--- src/hw/rtl/lgl_pkg.sv ---
// shared types, widths and codes for the linear gradient lookup
// no dependencies; every other file imports this package
`timescale 1ns / 1ps
`default_nettype none

package lgl_pkg;

    localparam int LGL_RAMP_LENGTH = 1024;

    localparam int COLOR_W    = 32;
    localparam int INDEX_W    = 10;
    localparam int COORD_W    = 16;
    localparam int STEP_W     = 32;
    localparam int DIFF_W     = COORD_W + 1;
    localparam int PROD_W     = DIFF_W + STEP_W;
    localparam int ACC_W      = PROD_W + 1;
    localparam int FRAC_W     = 16;
    localparam int POS_W      = ACC_W - FRAC_W;
    localparam int CFG_IDX_W  = 3;
    localparam int CFG_DATA_W = 32;
    localparam int MODE_W     = 2;

    // configuration register indexes
    localparam logic [CFG_IDX_W-1:0] REG_ORIGIN_X    = 3'd0;
    localparam logic [CFG_IDX_W-1:0] REG_ORIGIN_Y    = 3'd1;
    localparam logic [CFG_IDX_W-1:0] REG_STEP_X      = 3'd2;
    localparam logic [CFG_IDX_W-1:0] REG_STEP_Y      = 3'd3;
    localparam logic [CFG_IDX_W-1:0] REG_SPREAD_MODE = 3'd4;

    // input opcodes
    localparam logic OP_WRITE = 1'b0;
    localparam logic OP_PIXEL = 1'b1;

    // spread modes
    localparam logic [MODE_W-1:0] SPREAD_PAD     = 2'd0;
    localparam logic [MODE_W-1:0] SPREAD_REFLECT = 2'd1;
    localparam logic [MODE_W-1:0] SPREAD_REPEAT  = 2'd2;

    typedef struct packed {
        logic [COORD_W-1:0] origin_x;
        logic [COORD_W-1:0] origin_y;
        logic [STEP_W-1:0]  step_x;
        logic [STEP_W-1:0]  step_y;
        logic [MODE_W-1:0]  spread_mode;
    } lgl_cfg_t;

    // fields that ride along the pipeline with each transaction
    typedef struct packed {
        logic               opcode;
        logic [INDEX_W-1:0] ramp_index;
        logic [COLOR_W-1:0] ramp_color;
    } lgl_tag_t;

endpackage

`default_nettype wire

--- src/hw/rtl/lgl_position.sv ---
// position pipeline: offsets, two multiplies, sum into signed Q34.16
// three register stages; depends on lgl_pkg
`timescale 1ns / 1ps
`default_nettype none

module lgl_position
    import lgl_pkg::*;
(
    input  wire logic                    clk,
    input  wire logic                    rst_n,
    input  wire lgl_cfg_t                cfg,
    input  wire logic                    in_valid,
    output logic                         in_ready,
    input  wire lgl_tag_t                in_tag,
    input  wire logic [COORD_W-1:0]      pixel_x,
    input  wire logic [COORD_W-1:0]      pixel_y,
    output logic                         out_valid,
    input  wire logic                    out_ready,
    output lgl_tag_t                     out_tag,
    output logic signed [ACC_W-1:0]      acc
);

    logic                     s1_valid_reg, s1_valid_next;
    lgl_tag_t                 s1_tag_reg, s1_tag_next;
    logic signed [DIFF_W-1:0] dx_reg, dx_next;
    logic signed [DIFF_W-1:0] dy_reg, dy_next;

    logic                     s2_valid_reg, s2_valid_next;
    lgl_tag_t                 s2_tag_reg, s2_tag_next;
    logic signed [PROD_W-1:0] px_reg, px_next;
    logic signed [PROD_W-1:0] py_reg, py_next;

    logic                     s3_valid_reg, s3_valid_next;
    lgl_tag_t                 s3_tag_reg, s3_tag_next;
    logic signed [ACC_W-1:0]  acc_reg, acc_next;

    logic                     ready1, ready2, ready3;
    logic signed [STEP_W-1:0] step_x, step_y;

    assign step_x = cfg.step_x;
    assign step_y = cfg.step_y;

    // a stage moves when it is empty or the one after it moves
    assign ready3   = !s3_valid_reg || out_ready;
    assign ready2   = !s2_valid_reg || ready3;
    assign ready1   = !s1_valid_reg || ready2;
    assign in_ready = ready1;

    always_comb
    begin
        s1_valid_next = s1_valid_reg;
        s1_tag_next   = s1_tag_reg;
        dx_next       = dx_reg;
        dy_next       = dy_reg;
        if (ready1)
        begin
            s1_valid_next = in_valid;
            s1_tag_next   = in_tag;
            dx_next       = $signed({pixel_x[COORD_W-1], pixel_x})
                          - $signed({cfg.origin_x[COORD_W-1], cfg.origin_x});
            dy_next       = $signed({pixel_y[COORD_W-1], pixel_y})
                          - $signed({cfg.origin_y[COORD_W-1], cfg.origin_y});
        end
    end

    always_comb
    begin
        s2_valid_next = s2_valid_reg;
        s2_tag_next   = s2_tag_reg;
        px_next       = px_reg;
        py_next       = py_reg;
        if (ready2)
        begin
            s2_valid_next = s1_valid_reg;
            s2_tag_next   = s1_tag_reg;
            px_next       = dx_reg * step_x;
            py_next       = dy_reg * step_y;
        end
    end

    always_comb
    begin
        s3_valid_next = s3_valid_reg;
        s3_tag_next   = s3_tag_reg;
        acc_next      = acc_reg;
        if (ready3)
        begin
            s3_valid_next = s2_valid_reg;
            s3_tag_next   = s2_tag_reg;
            acc_next      = ACC_W'(px_reg) + ACC_W'(py_reg);
        end
    end

    always_ff @(posedge clk or negedge rst_n)
    begin
        if (!rst_n)
        begin
            s1_valid_reg <= 1'b0;
            s2_valid_reg <= 1'b0;
            s3_valid_reg <= 1'b0;
        end
        else
        begin
            s1_valid_reg <= s1_valid_next;
            s2_valid_reg <= s2_valid_next;
            s3_valid_reg <= s3_valid_next;
        end
    end

    always_ff @(posedge clk)
    begin
        s1_tag_reg <= s1_tag_next;
        dx_reg     <= dx_next;
        dy_reg     <= dy_next;
        s2_tag_reg <= s2_tag_next;
        px_reg     <= px_next;
        py_reg     <= py_next;
        s3_tag_reg <= s3_tag_next;
        acc_reg    <= acc_next;
    end

    assign out_valid = s3_valid_reg;
    assign out_tag   = s3_tag_reg;
    assign acc       = acc_reg;

    a_s1_to_s2: assert property (@(posedge clk) disable iff (!rst_n)
        (s1_valid_reg && ready2) |=> s2_valid_reg)
        else $error("stage 1 transaction lost on its way to stage 2");

    a_s2_hold: assert property (@(posedge clk) disable iff (!rst_n)
        (s2_valid_reg && !ready3) |=> (s2_valid_reg && $stable(px_reg) && $stable(py_reg)))
        else $error("stalled products changed");

    a_s3_hold: assert property (@(posedge clk) disable iff (!rst_n)
        (s3_valid_reg && !out_ready) |=> (s3_valid_reg && $stable(acc_reg)))
        else $error("stalled sum changed");

endmodule

`default_nettype wire

--- config.mk ---
export PLATFORM = sky130hd
export DESIGN_NAME = lgl_position
export DESIGN_NICKNAME = d
export VERILOG_FILES = /design/src/hw/rtl/lgl_pkg.sv /design/src/hw/rtl/lgl_position.sv
export SDC_FILE = /design/constraint.sdc
export NUM_CORES = 2
export LEC_CHECK = 0
export BUFFER_PORTS_ARGS = -buffer_cell sky130_fd_sc_hd__buf_4
export CORE_MARGIN = 5
export CORE_UTILIZATION = 31
export CTS_CLUSTER_DIAMETER = 60
export DETAILED_ROUTE_END_ITERATION = 6
export HOLD_SLACK_MARGIN = 0.15
export PLACE_DENSITY_LB_ADDON = 0.15
export SLEW_MARGIN = 20
export SYNTH_ARGS = -nofsm -noshare
export SYNTH_HDL_FRONTEND = slang
export SYNTH_SLANG_ARGS = --single-unit
--- constraint.sdc ---
create_clock -name clk -period 6.9 [get_ports clk]
set_input_delay 1.035 -clock clk [delete_from_list [all_inputs] [get_ports clk]]
set_output_delay 1.035 -clock clk [all_outputs]
set_load 0.01 [all_outputs]
# After elaboration in Yosys (flattened, before gate mapping)
# Index checks and enable logic that the tools add are counted.
[totals]
reg_bits = 314
inputBits = 177
out_inout_bits = 95
word_cells = 28
[classes]
n_addsub = 3
multipliers = 2
reduce_logical = 6
[ops]
columns = ["op", "n"]
rows = [
  ["$mul A17 B32 Y49", 2],
  ["$add A49 B49 Y50", 1],
  ["$sub A16 B16 Y17", 2],
  ["$logic_not A1 Y1", 3],
  ["$logic_or A1 B1 Y1", 3],
]

# Longest topological paths before layout
[depth]
ltp_word = 4
mapped_depth = 27
ltp_nobuf = 25

# Least setup slack after synthesis
# OpenSTA, ideal clock, no wires.
[synth_path]
path_kind = "input-to-reg"
start = "input cfg[14] (netlist name)"
end = "register py_reg[43] (data pin)"
setup_time_ns = 0.261
arrival_ns = 6.805
required_time_ns = 6.639
setup_slack_ns = -0.166
cell_stages = 22
n_path_buf = 1
path_cell_list = "clkbuf_1 nand2_1 fa_1 fa_1 fa_1 inv_1 fa_1 fa_1 inv_1 fa_1 inv_1 ha_1 a21o_1 a21o_1 a2111oi_4 o21ai_1 o22ai_2 o22ai_2 o41a_1 a221oi_4 o21bai_2 xor2_1"
[synth_via]
elab_chain_cells = 1
[synth_rtl]
columns = ["element", "line", "text"]
rows = [
  ["start: declaration", "lgl_position.sv:11", "input wire lgl_cfg_t cfg,"],
  ["$mul A17 B32 Y49", "lgl_position.sv:77", "py_next = dy_reg * step_y;"],
  ["end signal: assignment", "lgl_position.sv:117", "py_reg <= py_next;"],
  ["end: declaration", "lgl_position.sv:31", "logic signed [PROD_W-1:0] py_reg, py_next;"],
]
# No other way between the ends.
# A chain may end at the register's enable or synchronous reset.

# Final worst setup path
[layout_path]
start = "input cfg[6] (netlist name)"
end = "register py_reg[48] (data pin)"
# Same word-level chain as after synthesis.

==> results.md <==
- Drt total wl: 129000 µm
- Die ar.: 172000 µm²
- Fin crit share: a little over nine tenths
- Critical Path End Type: flop
- I/O Pins: 272
- Number of distinct library cells after synthesis: 83
- Top FF cell, synth: edfxtp_1
- RSZ-0062 raised after global routing: true
- Clk root buf: clkbuf_16
- DP Wirelength: around 110000 µm
- WL per Instance: 16.5 µm
- Grt total ovfl: 0
- Slew margin rel.: 42.0%
- Top cells by instance count after synthesis: 1117 x inv_1, 1045 x fa_1, 631 x nand2_1
- 1st-iter DRT viols: 1474
- Reg2reg end: py_reg[45]
- Area Overhead vs Synth: 18.8%
- Crit path launch type: input port
- Num CTS Buffers: 45
- Share of the synthesized area in the top cell type: 41.3%
- Peak Freq: 148 MHz
- Initial Util: 31.2%
- Final Hold Fails: 0
- Hold Startpoint: s2_tag_reg[19]
- Post-synthesis sequential area ratio: 18.6%
- Final Slew Violations: 0
- Worst-Margin Slew: 0.870 ns
- Setup TNS: 0 ns
- Ys async rst share: 0.955%
- Chip Width: 414 µm
- Placed Cells: 7686
- Layout net count: 7105
- Pre-antenna DRT Iters: 6
- Number of synthesized flops with an enable pin: 311
- Count leader, synth: inv_1
- Vias in the first global route: about 38000
- Die H: 414 µm
- Finish-stage setup viols: 0
- Final std cells w/o fill: roughly 8000
- Sink Count: 314
- Cell Rows: 148
- Largest cells by area after synthesis: fa_1 41%, edfxtp_1 18%, inv_1 8.3%
- Largest net degree at the start of global routing: 143
- Setup CP Type: in -> reg
- RD Place Congestion: a little over 0.8
- Total Routing Usage GR: 15.3%
- Reg2reg setup slack: 0.18 ns
- Antenna violations before repair: 1
- Yosys warnings: 0
- Synth Cell Area: 50700 µm²
- Hold endpoint: out_tag[19]
- CTS tree: yes
- Hold depth: 0
- Reg clk slew, reported paths: 0.06 ns
- Register bit count reported by yosys: 314
- Routed vias: approximately 35000
- Clock H-tree levels: 2
- Share of layout cells above drive strength 1: between 15 and 20%
- Skew-Pair Late Insertion Delay: roughly 0.60 ns
- Avg Cell Area, Syn: 10.1 µm²
- Worst r2r path cells: 28
- Tmin final: ~6.8 ns
- CP arrival: 7.11 ns
- Core area: 163000 µm²
- Max-cap violations: 0
- Vias per cell: 4.50
- Post-route ant nets: 0
- Largest register FFs: 50
- First-pass GRT wire length: 209000 µm
- Fillers: 16700
- Buffers on Ports: between 200 and 300
- Yosys top cell by area: fa_1
- Worst R2R Start: dy_reg[6]
- Post-synthesis cell count: 5022
- Setup Skew: 0.0354 ns
- Outcome: complete, no violations
- Worst EP required: ~7.2 ns
- CP Max Fanout: 8
- Mapped Nets: 6555
- Worst-case clock buffer depth: 3
- # DRC: 0
- Worst hold path class: reg -> reg
[critical path, stage by stage]
cell	delay (ns)
buf_4	0.15
buf_4	0.16
and2_1	0.17
fa_1	0.52
fa_1	0.53
fa_1	0.59
fa_2	0.47
fa_1	0.55
inv_1	0.05
fa_1	0.51
inv_2	0.05
ha_4	0.21
buf_6	0.13
nand4_1	0.17
o21ba_4	0.20
o31ai_4	0.26
o221a_4	0.31
o21ai_4	0.09
nor4bb_4	0.30
buf_4	0.16
nor2_1	0.05
o41ai_2	0.36
xnor2_1	0.10
[cell type report]
class / instances / area, µm² / area share (%)
Clock inverter: 32 / 434 / 0.721
Tap cell: 2175 / 2720 / 4.52
Clock buffer: 51 / 1150 / 1.91
Antenna cell: 1 / 2.50 / 0.00416
Multi-Input combinational cell: 3407 / 36700 / 61.0
Timing Repair Buffer: 686 / 5580 / 9.27
Inverter: 1118 / 4200 / 6.97
Sequential cell: 314 / 9410 / 15.6
[repair_timing]
item | CTS | global route
hold endpoints to repair | 3 | 0
endpoints found under the setup margin | 4 | 20
gates resized for setup | 1 | 70
setup buffers | 4 | 9
hold buffers | 1 | 0
pin swaps | 0 | 45
[how the worst max path moves through the flow]
stage | start | endpoint | slack [ns]
after detailed placement | cfg[11] | py_reg[48] | -0.63
final | cfg[6] | py_reg[48] | 0.12
after floorplan | cfg[23] | py_reg[43] | -0.004
after global routing | dy_reg[5] | py_reg[48] | -0.05
after global placement | cfg[11] | py_reg[48] | -0.61
after CTS | dy_reg[6] | py_reg[48] | 0.009
[per-layer routing]
metal / GRT usage (%) / vias to the layer above / part of all wire [%]
met5: 0 / - / 0.010
met4: 4.13 / 2 / 2.9
met3: 1.38 / 132 / 2.6
met2: 28.2 / 480 / 53
met1: 19.0 / 18100 / 42
li1: - / 16300 / -
[cells by family (layout without fill, tap and decap cells)]
group | Yosys count | in the layout | share of synthesized area [%]
simple gates | 1434 | 1434 | 13.7
xor+xnor | 163 | 163 | 2.82
fa+ha+maj | 1356 | 1356 | 49.0
other cells | 0 | 1 | 0
flops | 314 | 314 | 18.6
compound gates | 451 | 451 | 6.22
buf+inv | 1301 | 1887 | 9.64
mux | 3 | 3 | 0.0593
[metrics by stage]
stage	hold WS (ns)	worst slack, ns	area (µm²)	utilization (%)
after floorplan	0.400	-0.00375	50700	-
after global placement	0.400	-0.605	58200	35.8
after detailed placement	0.405	-0.632	58200	35.8
after CTS	0.411	0.00931	59800	36.8
after global routing	0.419	-0.0525	60200	37.0
final	0.409	0.121	60200	37.0
[cell usage in the layout, fill, tap and decap left out, drive strengths merged, types with 5 or more instances in the layout]
master  netlist  routed
xor2         39      39
a21boi        9       9
inv        1118    1128
a211oi       13      13
edfxtp      311     311
fa         1045    1045
nand2b       32      32
and2        475     475
or3           6       6
clkbuf      177      51
o21a         17      17
nand3b        5       5
nor2        157     157
a21oi       141     141
a21o         80      80
and3         13      13
o31ai        11      11
o21bai       25      25
nand3        41      41
nand4        18      18
bufinv        0       8
o21ai        72      72
a31oi        18      18
o211ai        5       5
buf           6     685
o22ai         7       7
clkinv        0      10
ha          311     311
xnor2       124     124
o41ai         6       6
nor2b        25      25
nand2       631     631
nor3         17      17
Power is left out: the tool's default activity adds up to more than one toggle a clock period on the data nets, which glitch-free logic cannot reach.
