**src/hw/rtl/lgl_pkg.sv**
```systemverilog
// shared types, widths and codes for the linear gradient lookup
// no dependencies; every other file imports this package
`timescale 1ns / 1ps
`default_nettype none

package lgl_pkg;

    localparam int LGL_RAMP_LENGTH = 1024;

    localparam int COLOR_W    = 32;
    localparam int INDEX_W    = 10;
    localparam int COORD_W    = 16;
    localparam int STEP_W     = 32;
    localparam int DIFF_W     = COORD_W + 1;
    localparam int PROD_W     = DIFF_W + STEP_W;
    localparam int ACC_W      = PROD_W + 1;
    localparam int FRAC_W     = 16;
    localparam int POS_W      = ACC_W - FRAC_W;
    localparam int CFG_IDX_W  = 3;
    localparam int CFG_DATA_W = 32;
    localparam int MODE_W     = 2;

    // configuration register indexes
    localparam logic [CFG_IDX_W-1:0] REG_ORIGIN_X    = 3'd0;
    localparam logic [CFG_IDX_W-1:0] REG_ORIGIN_Y    = 3'd1;
    localparam logic [CFG_IDX_W-1:0] REG_STEP_X      = 3'd2;
    localparam logic [CFG_IDX_W-1:0] REG_STEP_Y      = 3'd3;
    localparam logic [CFG_IDX_W-1:0] REG_SPREAD_MODE = 3'd4;

    // input opcodes
    localparam logic OP_WRITE = 1'b0;
    localparam logic OP_PIXEL = 1'b1;

    // spread modes
    localparam logic [MODE_W-1:0] SPREAD_PAD     = 2'd0;
    localparam logic [MODE_W-1:0] SPREAD_REFLECT = 2'd1;
    localparam logic [MODE_W-1:0] SPREAD_REPEAT  = 2'd2;

    typedef struct packed {
        logic [COORD_W-1:0] origin_x;
        logic [COORD_W-1:0] origin_y;
        logic [STEP_W-1:0]  step_x;
        logic [STEP_W-1:0]  step_y;
        logic [MODE_W-1:0]  spread_mode;
    } lgl_cfg_t;

    // fields that ride along the pipeline with each transaction
    typedef struct packed {
        logic               opcode;
        logic [INDEX_W-1:0] ramp_index;
        logic [COLOR_W-1:0] ramp_color;
    } lgl_tag_t;

endpackage

`default_nettype wire

```
**src/hw/rtl/lgl_spread.sv**
```systemverilog
// truncation toward zero and spread mapping to a ramp index
// one register stage; depends on lgl_pkg
`timescale 1ns / 1ps
`default_nettype none

module lgl_spread
    import lgl_pkg::*;
#(
    parameter int RAMP_LENGTH = LGL_RAMP_LENGTH,
    localparam int IW = $clog2(RAMP_LENGTH)
) (
    input  wire logic                    clk,
    input  wire logic                    rst_n,
    input  wire logic [MODE_W-1:0]       spread_mode,
    input  wire logic                    in_valid,
    output logic                         in_ready,
    input  wire lgl_tag_t                in_tag,
    input  wire logic signed [ACC_W-1:0] acc,
    output logic                         out_valid,
    input  wire logic                    out_ready,
    output lgl_tag_t                     out_tag,
    output logic [IW-1:0]                ramp_addr
);

    localparam logic [IW-1:0]    MASK     = IW'(RAMP_LENGTH - 1);
    localparam logic [IW:0]      MASK2    = (IW + 1)'(2 * RAMP_LENGTH - 1);
    localparam logic [POS_W-1:0] PAD_HIGH = POS_W'(RAMP_LENGTH - 1);

    logic             s4_valid_reg, s4_valid_next;
    lgl_tag_t         s4_tag_reg, s4_tag_next;
    logic [IW-1:0]    addr_reg, addr_next;

    logic             neg;
    logic [ACC_W-1:0] biased;
    logic [POS_W-1:0] pos;
    logic [IW:0]      fold;
    logic [IW-1:0]    mapped;

    assign in_ready = !s4_valid_reg || out_ready;

    // adding 2^16-1 to a negative value before the shift rounds toward zero
    assign neg    = acc[ACC_W-1];
    assign biased = $unsigned(acc) + {{(ACC_W - FRAC_W){1'b0}}, {FRAC_W{neg}}};
    assign pos    = biased[ACC_W-1:FRAC_W];
    assign fold   = pos[IW:0] & MASK2;

    always_comb
    begin
        unique case (spread_mode)
            SPREAD_PAD:
            begin
                if (pos[POS_W-1])
                    mapped = '0;
                else if (pos > PAD_HIGH)
                    mapped = MASK;
                else
                    mapped = pos[IW-1:0];
            end
            SPREAD_REFLECT:
            begin
                if (fold > {1'b0, MASK})
                    mapped = IW'(MASK2 - fold);
                else
                    mapped = fold[IW-1:0];
            end
            // repeat, and the unused code behaves the same
            default:
                mapped = pos[IW-1:0] & MASK;
        endcase
    end

    always_comb
    begin
        s4_valid_next = s4_valid_reg;
        s4_tag_next   = s4_tag_reg;
        addr_next     = addr_reg;
        if (in_ready)
        begin
            s4_valid_next = in_valid;
            s4_tag_next   = in_tag;
            addr_next     = mapped;
        end
    end

    always_ff @(posedge clk or negedge rst_n)
    begin
        if (!rst_n)
            s4_valid_reg <= 1'b0;
        else
            s4_valid_reg <= s4_valid_next;
    end

    always_ff @(posedge clk)
    begin
        s4_tag_reg <= s4_tag_next;
        addr_reg   <= addr_next;
    end

    assign out_valid = s4_valid_reg;
    assign out_tag   = s4_tag_reg;
    assign ramp_addr = addr_reg;

    a_addr_in_ramp: assert property (@(posedge clk) disable iff (!rst_n)
        (s4_valid_reg && s4_tag_reg.opcode == OP_PIXEL)
            |-> (32'(addr_reg) < 32'(RAMP_LENGTH)))
        else $error("mapped index beyond the ramp");

    a_addr_hold: assert property (@(posedge clk) disable iff (!rst_n)
        (s4_valid_reg && !out_ready) |=> (s4_valid_reg && $stable(addr_reg)))
        else $error("stalled index changed");

    a_pad_low: assert property (@(posedge clk) disable iff (!rst_n)
        (in_valid && in_ready && spread_mode == SPREAD_PAD && acc[ACC_W-1]
            && acc[ACC_W-2:FRAC_W] != {(ACC_W - 1 - FRAC_W){1'b1}})
            |=> (addr_reg == '0))
        else $error("pad of a negative position not clamped to zero");

endmodule

`default_nettype wire

```
**config.mk**
```make
export PLATFORM = sky130hd
export DESIGN_NAME = lgl_spread
export DESIGN_NICKNAME = d
export VERILOG_FILES = /design/src/hw/rtl/lgl_pkg.sv /design/src/hw/rtl/lgl_spread.sv
export SDC_FILE = /design/constraint.sdc
export NUM_CORES = 1
export LEC_CHECK = 0
export BUFFER_PORTS_ARGS = -buffer_cell sky130_fd_sc_hd__clkbuf_2
export CAP_MARGIN = 5
export CORE_ASPECT_RATIO = 1.75
export CORE_MARGIN = 4
export CORE_UTILIZATION = 48
export DETAILED_ROUTE_END_ITERATION = 6
export HOLD_SLACK_MARGIN = 0.08
export PLACE_DENSITY = 0.81
export SETUP_SLACK_MARGIN = 0.5
export SYNTH_ARGS = -nofsm -noshare
export SYNTH_HDL_FRONTEND = slang
export SYNTH_SLANG_ARGS = --single-unit
```
**constraint.sdc**
```tcl
create_clock -name clk -period 3.7 [get_ports clk]
set_input_delay 0.925 -clock clk [delete_from_list [all_inputs] [get_ports clk]]
set_output_delay 0.925 -clock clk [all_outputs]
set_load 0.01 [all_outputs]
```
# After elaboration in Yosys (flattened, before gate mapping)

Cells that the tools add are included.

Flip-flop bits (word level): 54
Bits in latches: 0
Memory bits (writable): 0
Memory bits (read-only): 0
Input port bits: 99
Output and inout port bits: 55
Word-level logic and storage cells: 17
Memories kept: 0

$add $sub $neg: 2
Multiply operators: 0
Divide/modulo/power cells: 0
Order comparisons: 2
Equal/unequal tests: 1
Shift-type cells: 0
Mux-type cells: 4
Bitwise logic cells: 0
Reduce and logical (&&, ||, !) cells: 3

Operators by type and width:

| operator               | number |
|---|---|
| $add 50x16->50         | 1 |
| $gt 34x10->1 const B   | 1 |
| $mux 10                | 3 |
| $pmux 10 s2            | 1 |
| $gt 11x10->1 const B   | 1 |
| $sub 10x10->10 const A | 1 |
| $eq 2x1->1 const B     | 1 |
| $logic_not 2->1        | 1 |
| $logic_not 1->1        | 1 |
| $logic_or 1x1->1       | 1 |

# Longest topological paths before layout

Gate-level depths: netlist (run 1).

Depth after elaboration: 5
Mapped depth: 10
Gate-level depth less buffers: 9

# Worst setup path after synthesis (run 1)

OpenSTA, ideal clock, no wires.

Kind: input port to flip-flop
Start point: input acc[10]
End point: register addr_reg[9] (netlist: ramp_addr[9]) (data pin)
Data arrival time: 3,273 ps
Data required time: 3,414 ps
Setup slack: 141 ps
Stages on the path: 10
Buffers on the path: 1
Cells stage by stage: ha_1 -> clkbuf_1 -> nand4_1 -> a21oi_1 -> o311ai_2 -> a2111oi_1 -> xnor2_1 -> nand4_1 -> nor4_4 -> a311oi_1

Cells in the longest elaborated chain, start to end: 5

Ends and longest elaborated chain:

| item                   | RTL line         | source |
|---|---|---|
| start: declaration     | lgl_spread.sv:18 | `input wire logic signed [ACC_W-1:0] acc,` |
| $add 50x16->50 *       | lgl_spread.sv:43 | `assign biased = $unsigned(acc) + {{(ACC_W - FRAC_W){1'b0}}, {FRAC_W{neg}}};` |
| $gt 34x10->1           | lgl_spread.sv:54 | `else if (pos > PAD_HIGH)` |
| $mux 10                | lgl_spread.sv:54 |  |
| $mux 10                | lgl_spread.sv:52 | `if (pos[POS_W-1])` |
| $pmux 10 s2 *          | lgl_spread.sv:49 | `unique case (spread_mode)` |
| net mapped[9]          | lgl_spread.sv:37 | `logic [IW-1:0] mapped;` |
| end signal: assignment | lgl_spread.sv:96 | `addr_reg <= addr_next;` |
| end: declaration       | lgl_spread.sv:31 | `logic [IW-1:0] addr_reg, addr_next;` |

Mark *: on every way through the listed nets, which the timed path passes. The rest lies on a longest branch.
A chain may end at the register's enable or synchronous reset.

# Final worst setup path (run 1)

Start point: input acc[49]
End point: register addr_reg[5] (netlist: ramp_addr[5]) (data pin)

The elaborated chain is that of the path after synthesis.

==> impl_metrics.yaml, run 1 <==
place:
  place_congestion: 0.978
  placed_area_um2: 4920
  post-place-ws_ns: -0.163
  placed_cells: 626
  post-dp-hpwl_um: 10600
  io_buffers: 153
cts:
  clkSinkCount: 54
  clock_latency_ns: 0.29
  cts_root_buf: "clkbuf_16"
  cts.path.max_buffers: 2
  cts_max_level: 2
  numCtsBuffers: 5
  tritoncts: "done"
  clk_pin_slew_ns: 0.06
sta:
  hold_viol_final: 0
  fin_crit_sh_pct: 94.1
  max_slew_margin_pct: 57.5
  tightest_slew_ns: 0.637
  finalSetupViolations: 0
  final.setup.worst_slack_ns: 0.219
  period_needed_ns: 3.48
  worst_clock_skew_ns: 0.00714
  rsz0062_at_grt: "true"
  fmax_mhz: 287
  fin_setup_tns_ns: 0
  drv_slew: 0
synthesis:
  synthFlopType: "edfxtp_1"
  synth_top_area_share_pct: 45.1
  synthesis.nets: 462
  ys.warnings.count: 0
  yosysMostFrequentCell: "edfxtp_1"
  syn_area_per_cell_um2: 10.1
  synth-edff-count: 53
  synth_seq_cells: 54
  synth_common_cells: "edfxtp_1, nand2_1, a21oi_1"
  syn_area_um2: 3530
  synth_cell_type_count: 62
  async_flop_share_pct: 1.85
  yosys-top-cells-area: "edfxtp_1, ha_1, nand2_1, a21oi_1, nand4_1"
  synth_top_cell_by_area: "edfxtp_1"
  seq_area_frac_synth_pct: 45.8
  synth_cells: 348
critical_path:
  timing.rr.end: "ramp_addr[4]"
  r2r_cells: 2
  crit_fanout: 5
  cp.required_ns: 3.72
  crit_end: "ramp_addr[5]"
  crit_type: "in -> reg"
  worst_ep_arrival_time_ns: 3.50
  crit_start: "acc[49]"
  start_kind: "primary input"
  cp-end-kind: "register"
  r2r_setup_slack_ns: 2.32
  r2r-start: "out_valid"
pwr:
  switchingPower_mw: 0.483
  p_comb_share_pct: 27.5
  power.density_nw_per_um2: 327
  power_frac_seq_pct: 40.7
  swShare_pct: 26.4
  peakVddDrop_v: 0.000278
  p_clk_share_pct: 31.8
  p_leak_nw: 2.22
  p_int_mw: 1.35
global_route:
  grt_max_degree: 55
  grt_pass1_vias: 4109
  grt_usage_pct: 31.3
  grt_first_pass_wirelength_um: 20900
  gr-total-overflow: 0
  antenna_found_initial: 0
layout:
  fill_cells: 480
  area_growth_pct: 58.4
  antennaDiodeCount: 0
  drive_gt1_share_pct: 52.2
  layout.cells.non_filler: 653
  regArea_um2: 1620
  multi_input_area_um2: 2330
  nNetsFinal: 680
  final_cell_area_um2: 5590
drt:
  postRouteAntennaNets: 0
  viasPerCell: 6.26
  wl_um: 13900
  drc: 0
  dr.pass1.iters: 5
  wl_met1_um: 4370
  wl_met2_um: 7110
  via_count: 4088
  wl_per_cell_um: 21.3
  top_layer_used: "met4"
  drt_iter0_drc: 306
  dr_wl_met3_um: 1120
die:
  dieArea_um2: 8850
  core_area_um2: 7180
  die_w_um: 72.8
  start_util_pct: 49.2
  die_y_um: 121
  ioPinCount: 154
  rows: 41
status:
  status: "completed"
hold_path:
  hold_class: "in -> async"
flow_run:
  drv_cap: 0
metrics by stage:
step | hold slack [ns] | total power, mW | util (%)
2_1_floorplan | 0.629 | 0.972 | -
3_3_place_gp | 0.704 | 1.18 | 68.5
3_5_place_dp | 0.706 | 1.19 | 68.5
4_1_cts | 0.399 | 1.81 | 76.0
5_1_grt | 0.396 | 1.91 | 77.9
6_report | 0.408 | 1.83 | 77.9
how the worst min path moves through the flow:
stage	startpoint	to	depth (start not counted)
4_1_cts	rst_n	out_valid	1
5_1_grt	rst_n	out_valid	1
2_1_floorplan	rst_n	out_valid	0
6_report	rst_n	out_valid	1
3_5_place_dp	rst_n	out_valid	1
3_3_place_gp	rst_n	out_valid	1
power by group through the flow:
stage,clock network (mW),registers (mW),logic [mW]
detailed placement,0,0.758,0.434
global placement,0,0.755,0.423
global route,0.618,0.749,0.541
CTS,0.592,0.746,0.472
finish,0.583,0.745,0.503
floorplan,0,0.784,0.188
cell type report:
cell class,instances,share of cell area [%]
multi-input combinational,281,41.7
sequential,54,28.9
timing repair buffer,215,23.4
clock buffer,5,2.24
tap,86,1.92
clock inverter,3,1.23
inverter,9,0.604
cells in the final DEF (no fill, tap or decap), types with 3 or more instances in the layout:
master     netlist  routed
nor2_2           1       3
o21ai_1          3       7
nand2b_1         4       3
o21a_1           4       4
o21ai_2          0       5
nor3_2           1       3
o21ai_0         15       6
nand2_1         40      39
nand3_1         13      13
o211ai_1         3       3
nor3_1          13      10
a21oi_4          0       3
clkbuf_16        0       6
nand3b_1         4       4
nand4_1         19      19
a221oi_2         0       3
xnor2_1         11      10
edfxtp_1        53      53
o22ai_1          4       4
a221oi_1         7       4
nor2_1          16      14
nor4_1           7       5
a21oi_2          0       5
and3_4           0       3
a31oi_1          5       5
or3_1            8       7
ha_4             0      14
nor4_2           1       3
a21oi_1         26      18
clkbuf_2         0     152
buf_4            0      54
buf_6            0       5
inv_1            9       9
state kept, by name (all words and copies together), names as in the netlist:
| signal | count |
|---|---|
| out_tag | 43 |
| out_valid | 1 |
| ramp_addr | 10 |
critical path: stages:
cell and delay, ns:
clkbuf_16 0.14, buf_8 0.13, ha_4 0.16, buf_6 0.11, a21oi_4 0.16, buf_6 0.14
a211oi_4 0.06, a211o_1 0.34, a21o_4 0.27, a311oi_2 0.22, o2111ai_2 0.22, nor4_4 0.33
buf_4 0.20, a31oi_1 0.08
kinds of logic after synthesis:
group / Yosys count / share of synthesized area, %
buffers and inverters: 13 / 1.42
AOI/OAI and AO/OA: 104 / 20.6
adders and majority gates: 15 / 5.32
DFF: 54 / 45.8
and+or+nand+nor: 148 / 23.2
xor gates and xnor gates: 14 / 3.69
layer usage:
metal | GRT usage (%) | vias to the layer above
met2 | 55.4 | 266
met5 | 0 | -
met4 | 26.0 | 0
li1 | - | 1849
met3 | 6.88 | 85
met1 | 29.2 | 1888
what timing repair did:
| action | CTS | global route |
|---|---|---|
| gates cloned | 2 | 0 |
| endpoints found under the setup margin | 10 | 10 |
| hold buffers | 0 | 0 |
| buffers inserted | 11 | 6 |
| pin swaps | 20 | 24 |
| resized for setup | 44 | 20 |
Note: power is estimated with default switching activity, not from simulation.
==> run 2, diff against run 1 <==
--- a/config.mk
+++ b/config.mk
@@ -11,8 +11,9 @@
 export CORE_MARGIN = 4
 export CORE_UTILIZATION = 48
 export DETAILED_ROUTE_END_ITERATION = 6
-export HOLD_SLACK_MARGIN = 0.08
+export HOLD_SLACK_MARGIN = 0.03
 export PLACE_DENSITY = 0.81
+export RECOVER_POWER = 50
 export SETUP_SLACK_MARGIN = 0.5
 export SYNTH_ARGS = -nofsm -noshare
 export SYNTH_HDL_FRONTEND = slang
==> impl_metrics.yaml, run 2 (synthesis gave the netlist of run 1 again) <==
drt:
  via_count: 4088
  wl_met1_um: 4310
  postRouteAntennaNets: 0
  dr.pass1.iters: 5
  viasPerCell: 6.26
  dr_wl_met3_um: 1250
  top_layer_used: "met4"
  drc: 0
  wl_met2_um: 7110
  wl_per_cell_um: 21.4
  wl_um: 14000
  drt_iter0_drc: 317
critical_path:
  crit_type: "in -> reg"
  crit_top_cell: "buf_6"
  r2r_cells: 2
  worst_ep_arrival_time_ns: 3.49
  cp.required_ns: 3.72
  r2r_setup_slack_ns: 1.89
  r2r-start: "out_valid"
  crit_chain: "clkbuf_16, buf_8, ha_4, buf_6, a21oi_4, buf_6, a211oi_4, a211o_1, a21o_4, a311oi_2, o2111ai_2, nor4_4, buf_4, a31oi_1"
  timing.rr.end: "out_tag[18]"
  crit_path_top_delay_cell: "a211o_1"
  cp-end-kind: "register"
  crit_fanout: 5
  start_kind: "primary input"
  max_stage_delay_ns: 0.34
flow_run:
  drv_cap: 0
die:
  die_y_um: 121
  rows: 41
  start_util_pct: 49.2
  dieArea_um2: 8850
  ioPinCount: 154
  die_w_um: 72.8
  core_area_um2: 7180
sta:
  finalSetupViolations: 0
  fin_crit_sh_pct: 93.9
  rsz0062_at_grt: "true"
  tightest_slew_ns: 1.25
  final.setup.worst_slack_ns: 0.226
  drv_slew: 0
  worst_clock_skew_ns: 0.00702
  max_slew_margin_pct: 16.8
  hold_viol_final: 0
  fin_setup_tns_ns: 0
  period_needed_ns: 3.47
  hold_ws_ns: 0.403
  fmax_mhz: 288
pwr:
  peakVddDrop_v: 0.000278
  power.density_nw_per_um2: 329
  p_leak_nw: 2.11
place:
  placed_area_um2: 4920
  io_buffers: 153
  post-place-ws_ns: -0.163
  post-dp-hpwl_um: 10600
  placed_cells: 626
  place_congestion: 0.978
layout:
  fill_cells: 501
  drive_gt1_share_pct: 45.3
  antennaDiodeCount: 0
  layout.cells.non_filler: 653
  nNetsFinal: 680
  layout_commonest_cell: "clkbuf_2"
  layout_common_cells: "clkbuf_2, buf_4, edfxtp_1"
  area_growth_pct: 57.0
  final_cell_area_um2: 5540
  largest_register_ffs: 43
cts:
  cts_hold_buf: 0
  cts.path.max_buffers: 2
  clkSinkCount: 54
  clk_pin_slew_ns: 0.06
  numCtsBuffers: 5
  cts_max_level: 2
  tritoncts: "done"
  cts_root_buf: "clkbuf_16"
  clock_latency_ns: 0.29
global_route:
  grt_max_degree: 55
  grt_first_pass_wirelength_um: 20900
  gr-total-overflow: 0
  antenna_found_initial: 0
  grt_usage_pct: 31.3
  grt_pass1_vias: 4109
status:
  status: "completed"
hold_path:
  hold_class: "in -> async"
run 2: cell count changes in the layout (fill, tap and decap cells not counted), sizes merged:
cell	delta
clkbuf	+1
buf	-1
run 2: final cells by class:
cell class | instances | area, µm² | share of cell area, %
clock buffer | 5 | 125 | 2.26
inverter | 9 | 33.8 | 0.609
tap | 86 | 108 | 1.94
clock inverter | 3 | 68.8 | 1.24
multi-input combinational | 281 | 2330 | 42.1
timing repair buffer | 215 | 1260 | 22.7
sequential | 54 | 1620 | 29.2
run 2: through the flow:
step | util (%) | power, mW
finish | 77.2 | 1.82
global route | 77.2 | 1.90
CTS | 76.0 | 1.81
detailed placement | 68.5 | 1.19
global placement | 68.5 | 1.18
floorplan | - | 0.972
run 2: layer usage:
layer,GRT usage (%),up-vias
met4,26.0,0
li1,-,1851
met5,0,-
met1,29.2,1873
met3,6.88,89
met2,55.4,275
run 2: worst max-delay path by stage:
stage | start | endpoint | slack [ns] | cells past startpoint
global route | acc[49] | ramp_addr[8] | 0.15 | 12
finish | acc[49] | ramp_addr[5] | 0.23 | 14
global placement | acc[49] | ramp_addr[9] | -0.11 | 14
detailed placement | acc[49] | ramp_addr[9] | -0.16 | 14
CTS | acc[49] | ramp_addr[0] | 0.36 | 13
floorplan | acc[4] | ramp_addr[9] | 0.44 | 9
run 2: worst max-delay path, delay by kind of cell:
kind,cells,cell delay (ns)
compound gates,7,1.35
buf+inv,5,0.71
simple gates,1,0.33
fa+ha+maj,1,0.16
run 2: what timing repair did:
action | in CTS | in global routing
pin swaps | 20 | 24
setup endpoints to repair | 10 | 10
cloned | 2 | 0
resized for setup | 44 | 20
buffers inserted | 11 | 6
run 2: power by group:
| part | internal (mW) | total (mW) | switching (mW) |
|---|---|---|---|
| clock network | 0.388 | 0.583 | 0.195 |
| registers | 0.732 | 0.745 | 0.0137 |
| logic | 0.221 | 0.496 | 0.275 |
| total | 1.34 | 1.82 | 0.483 |
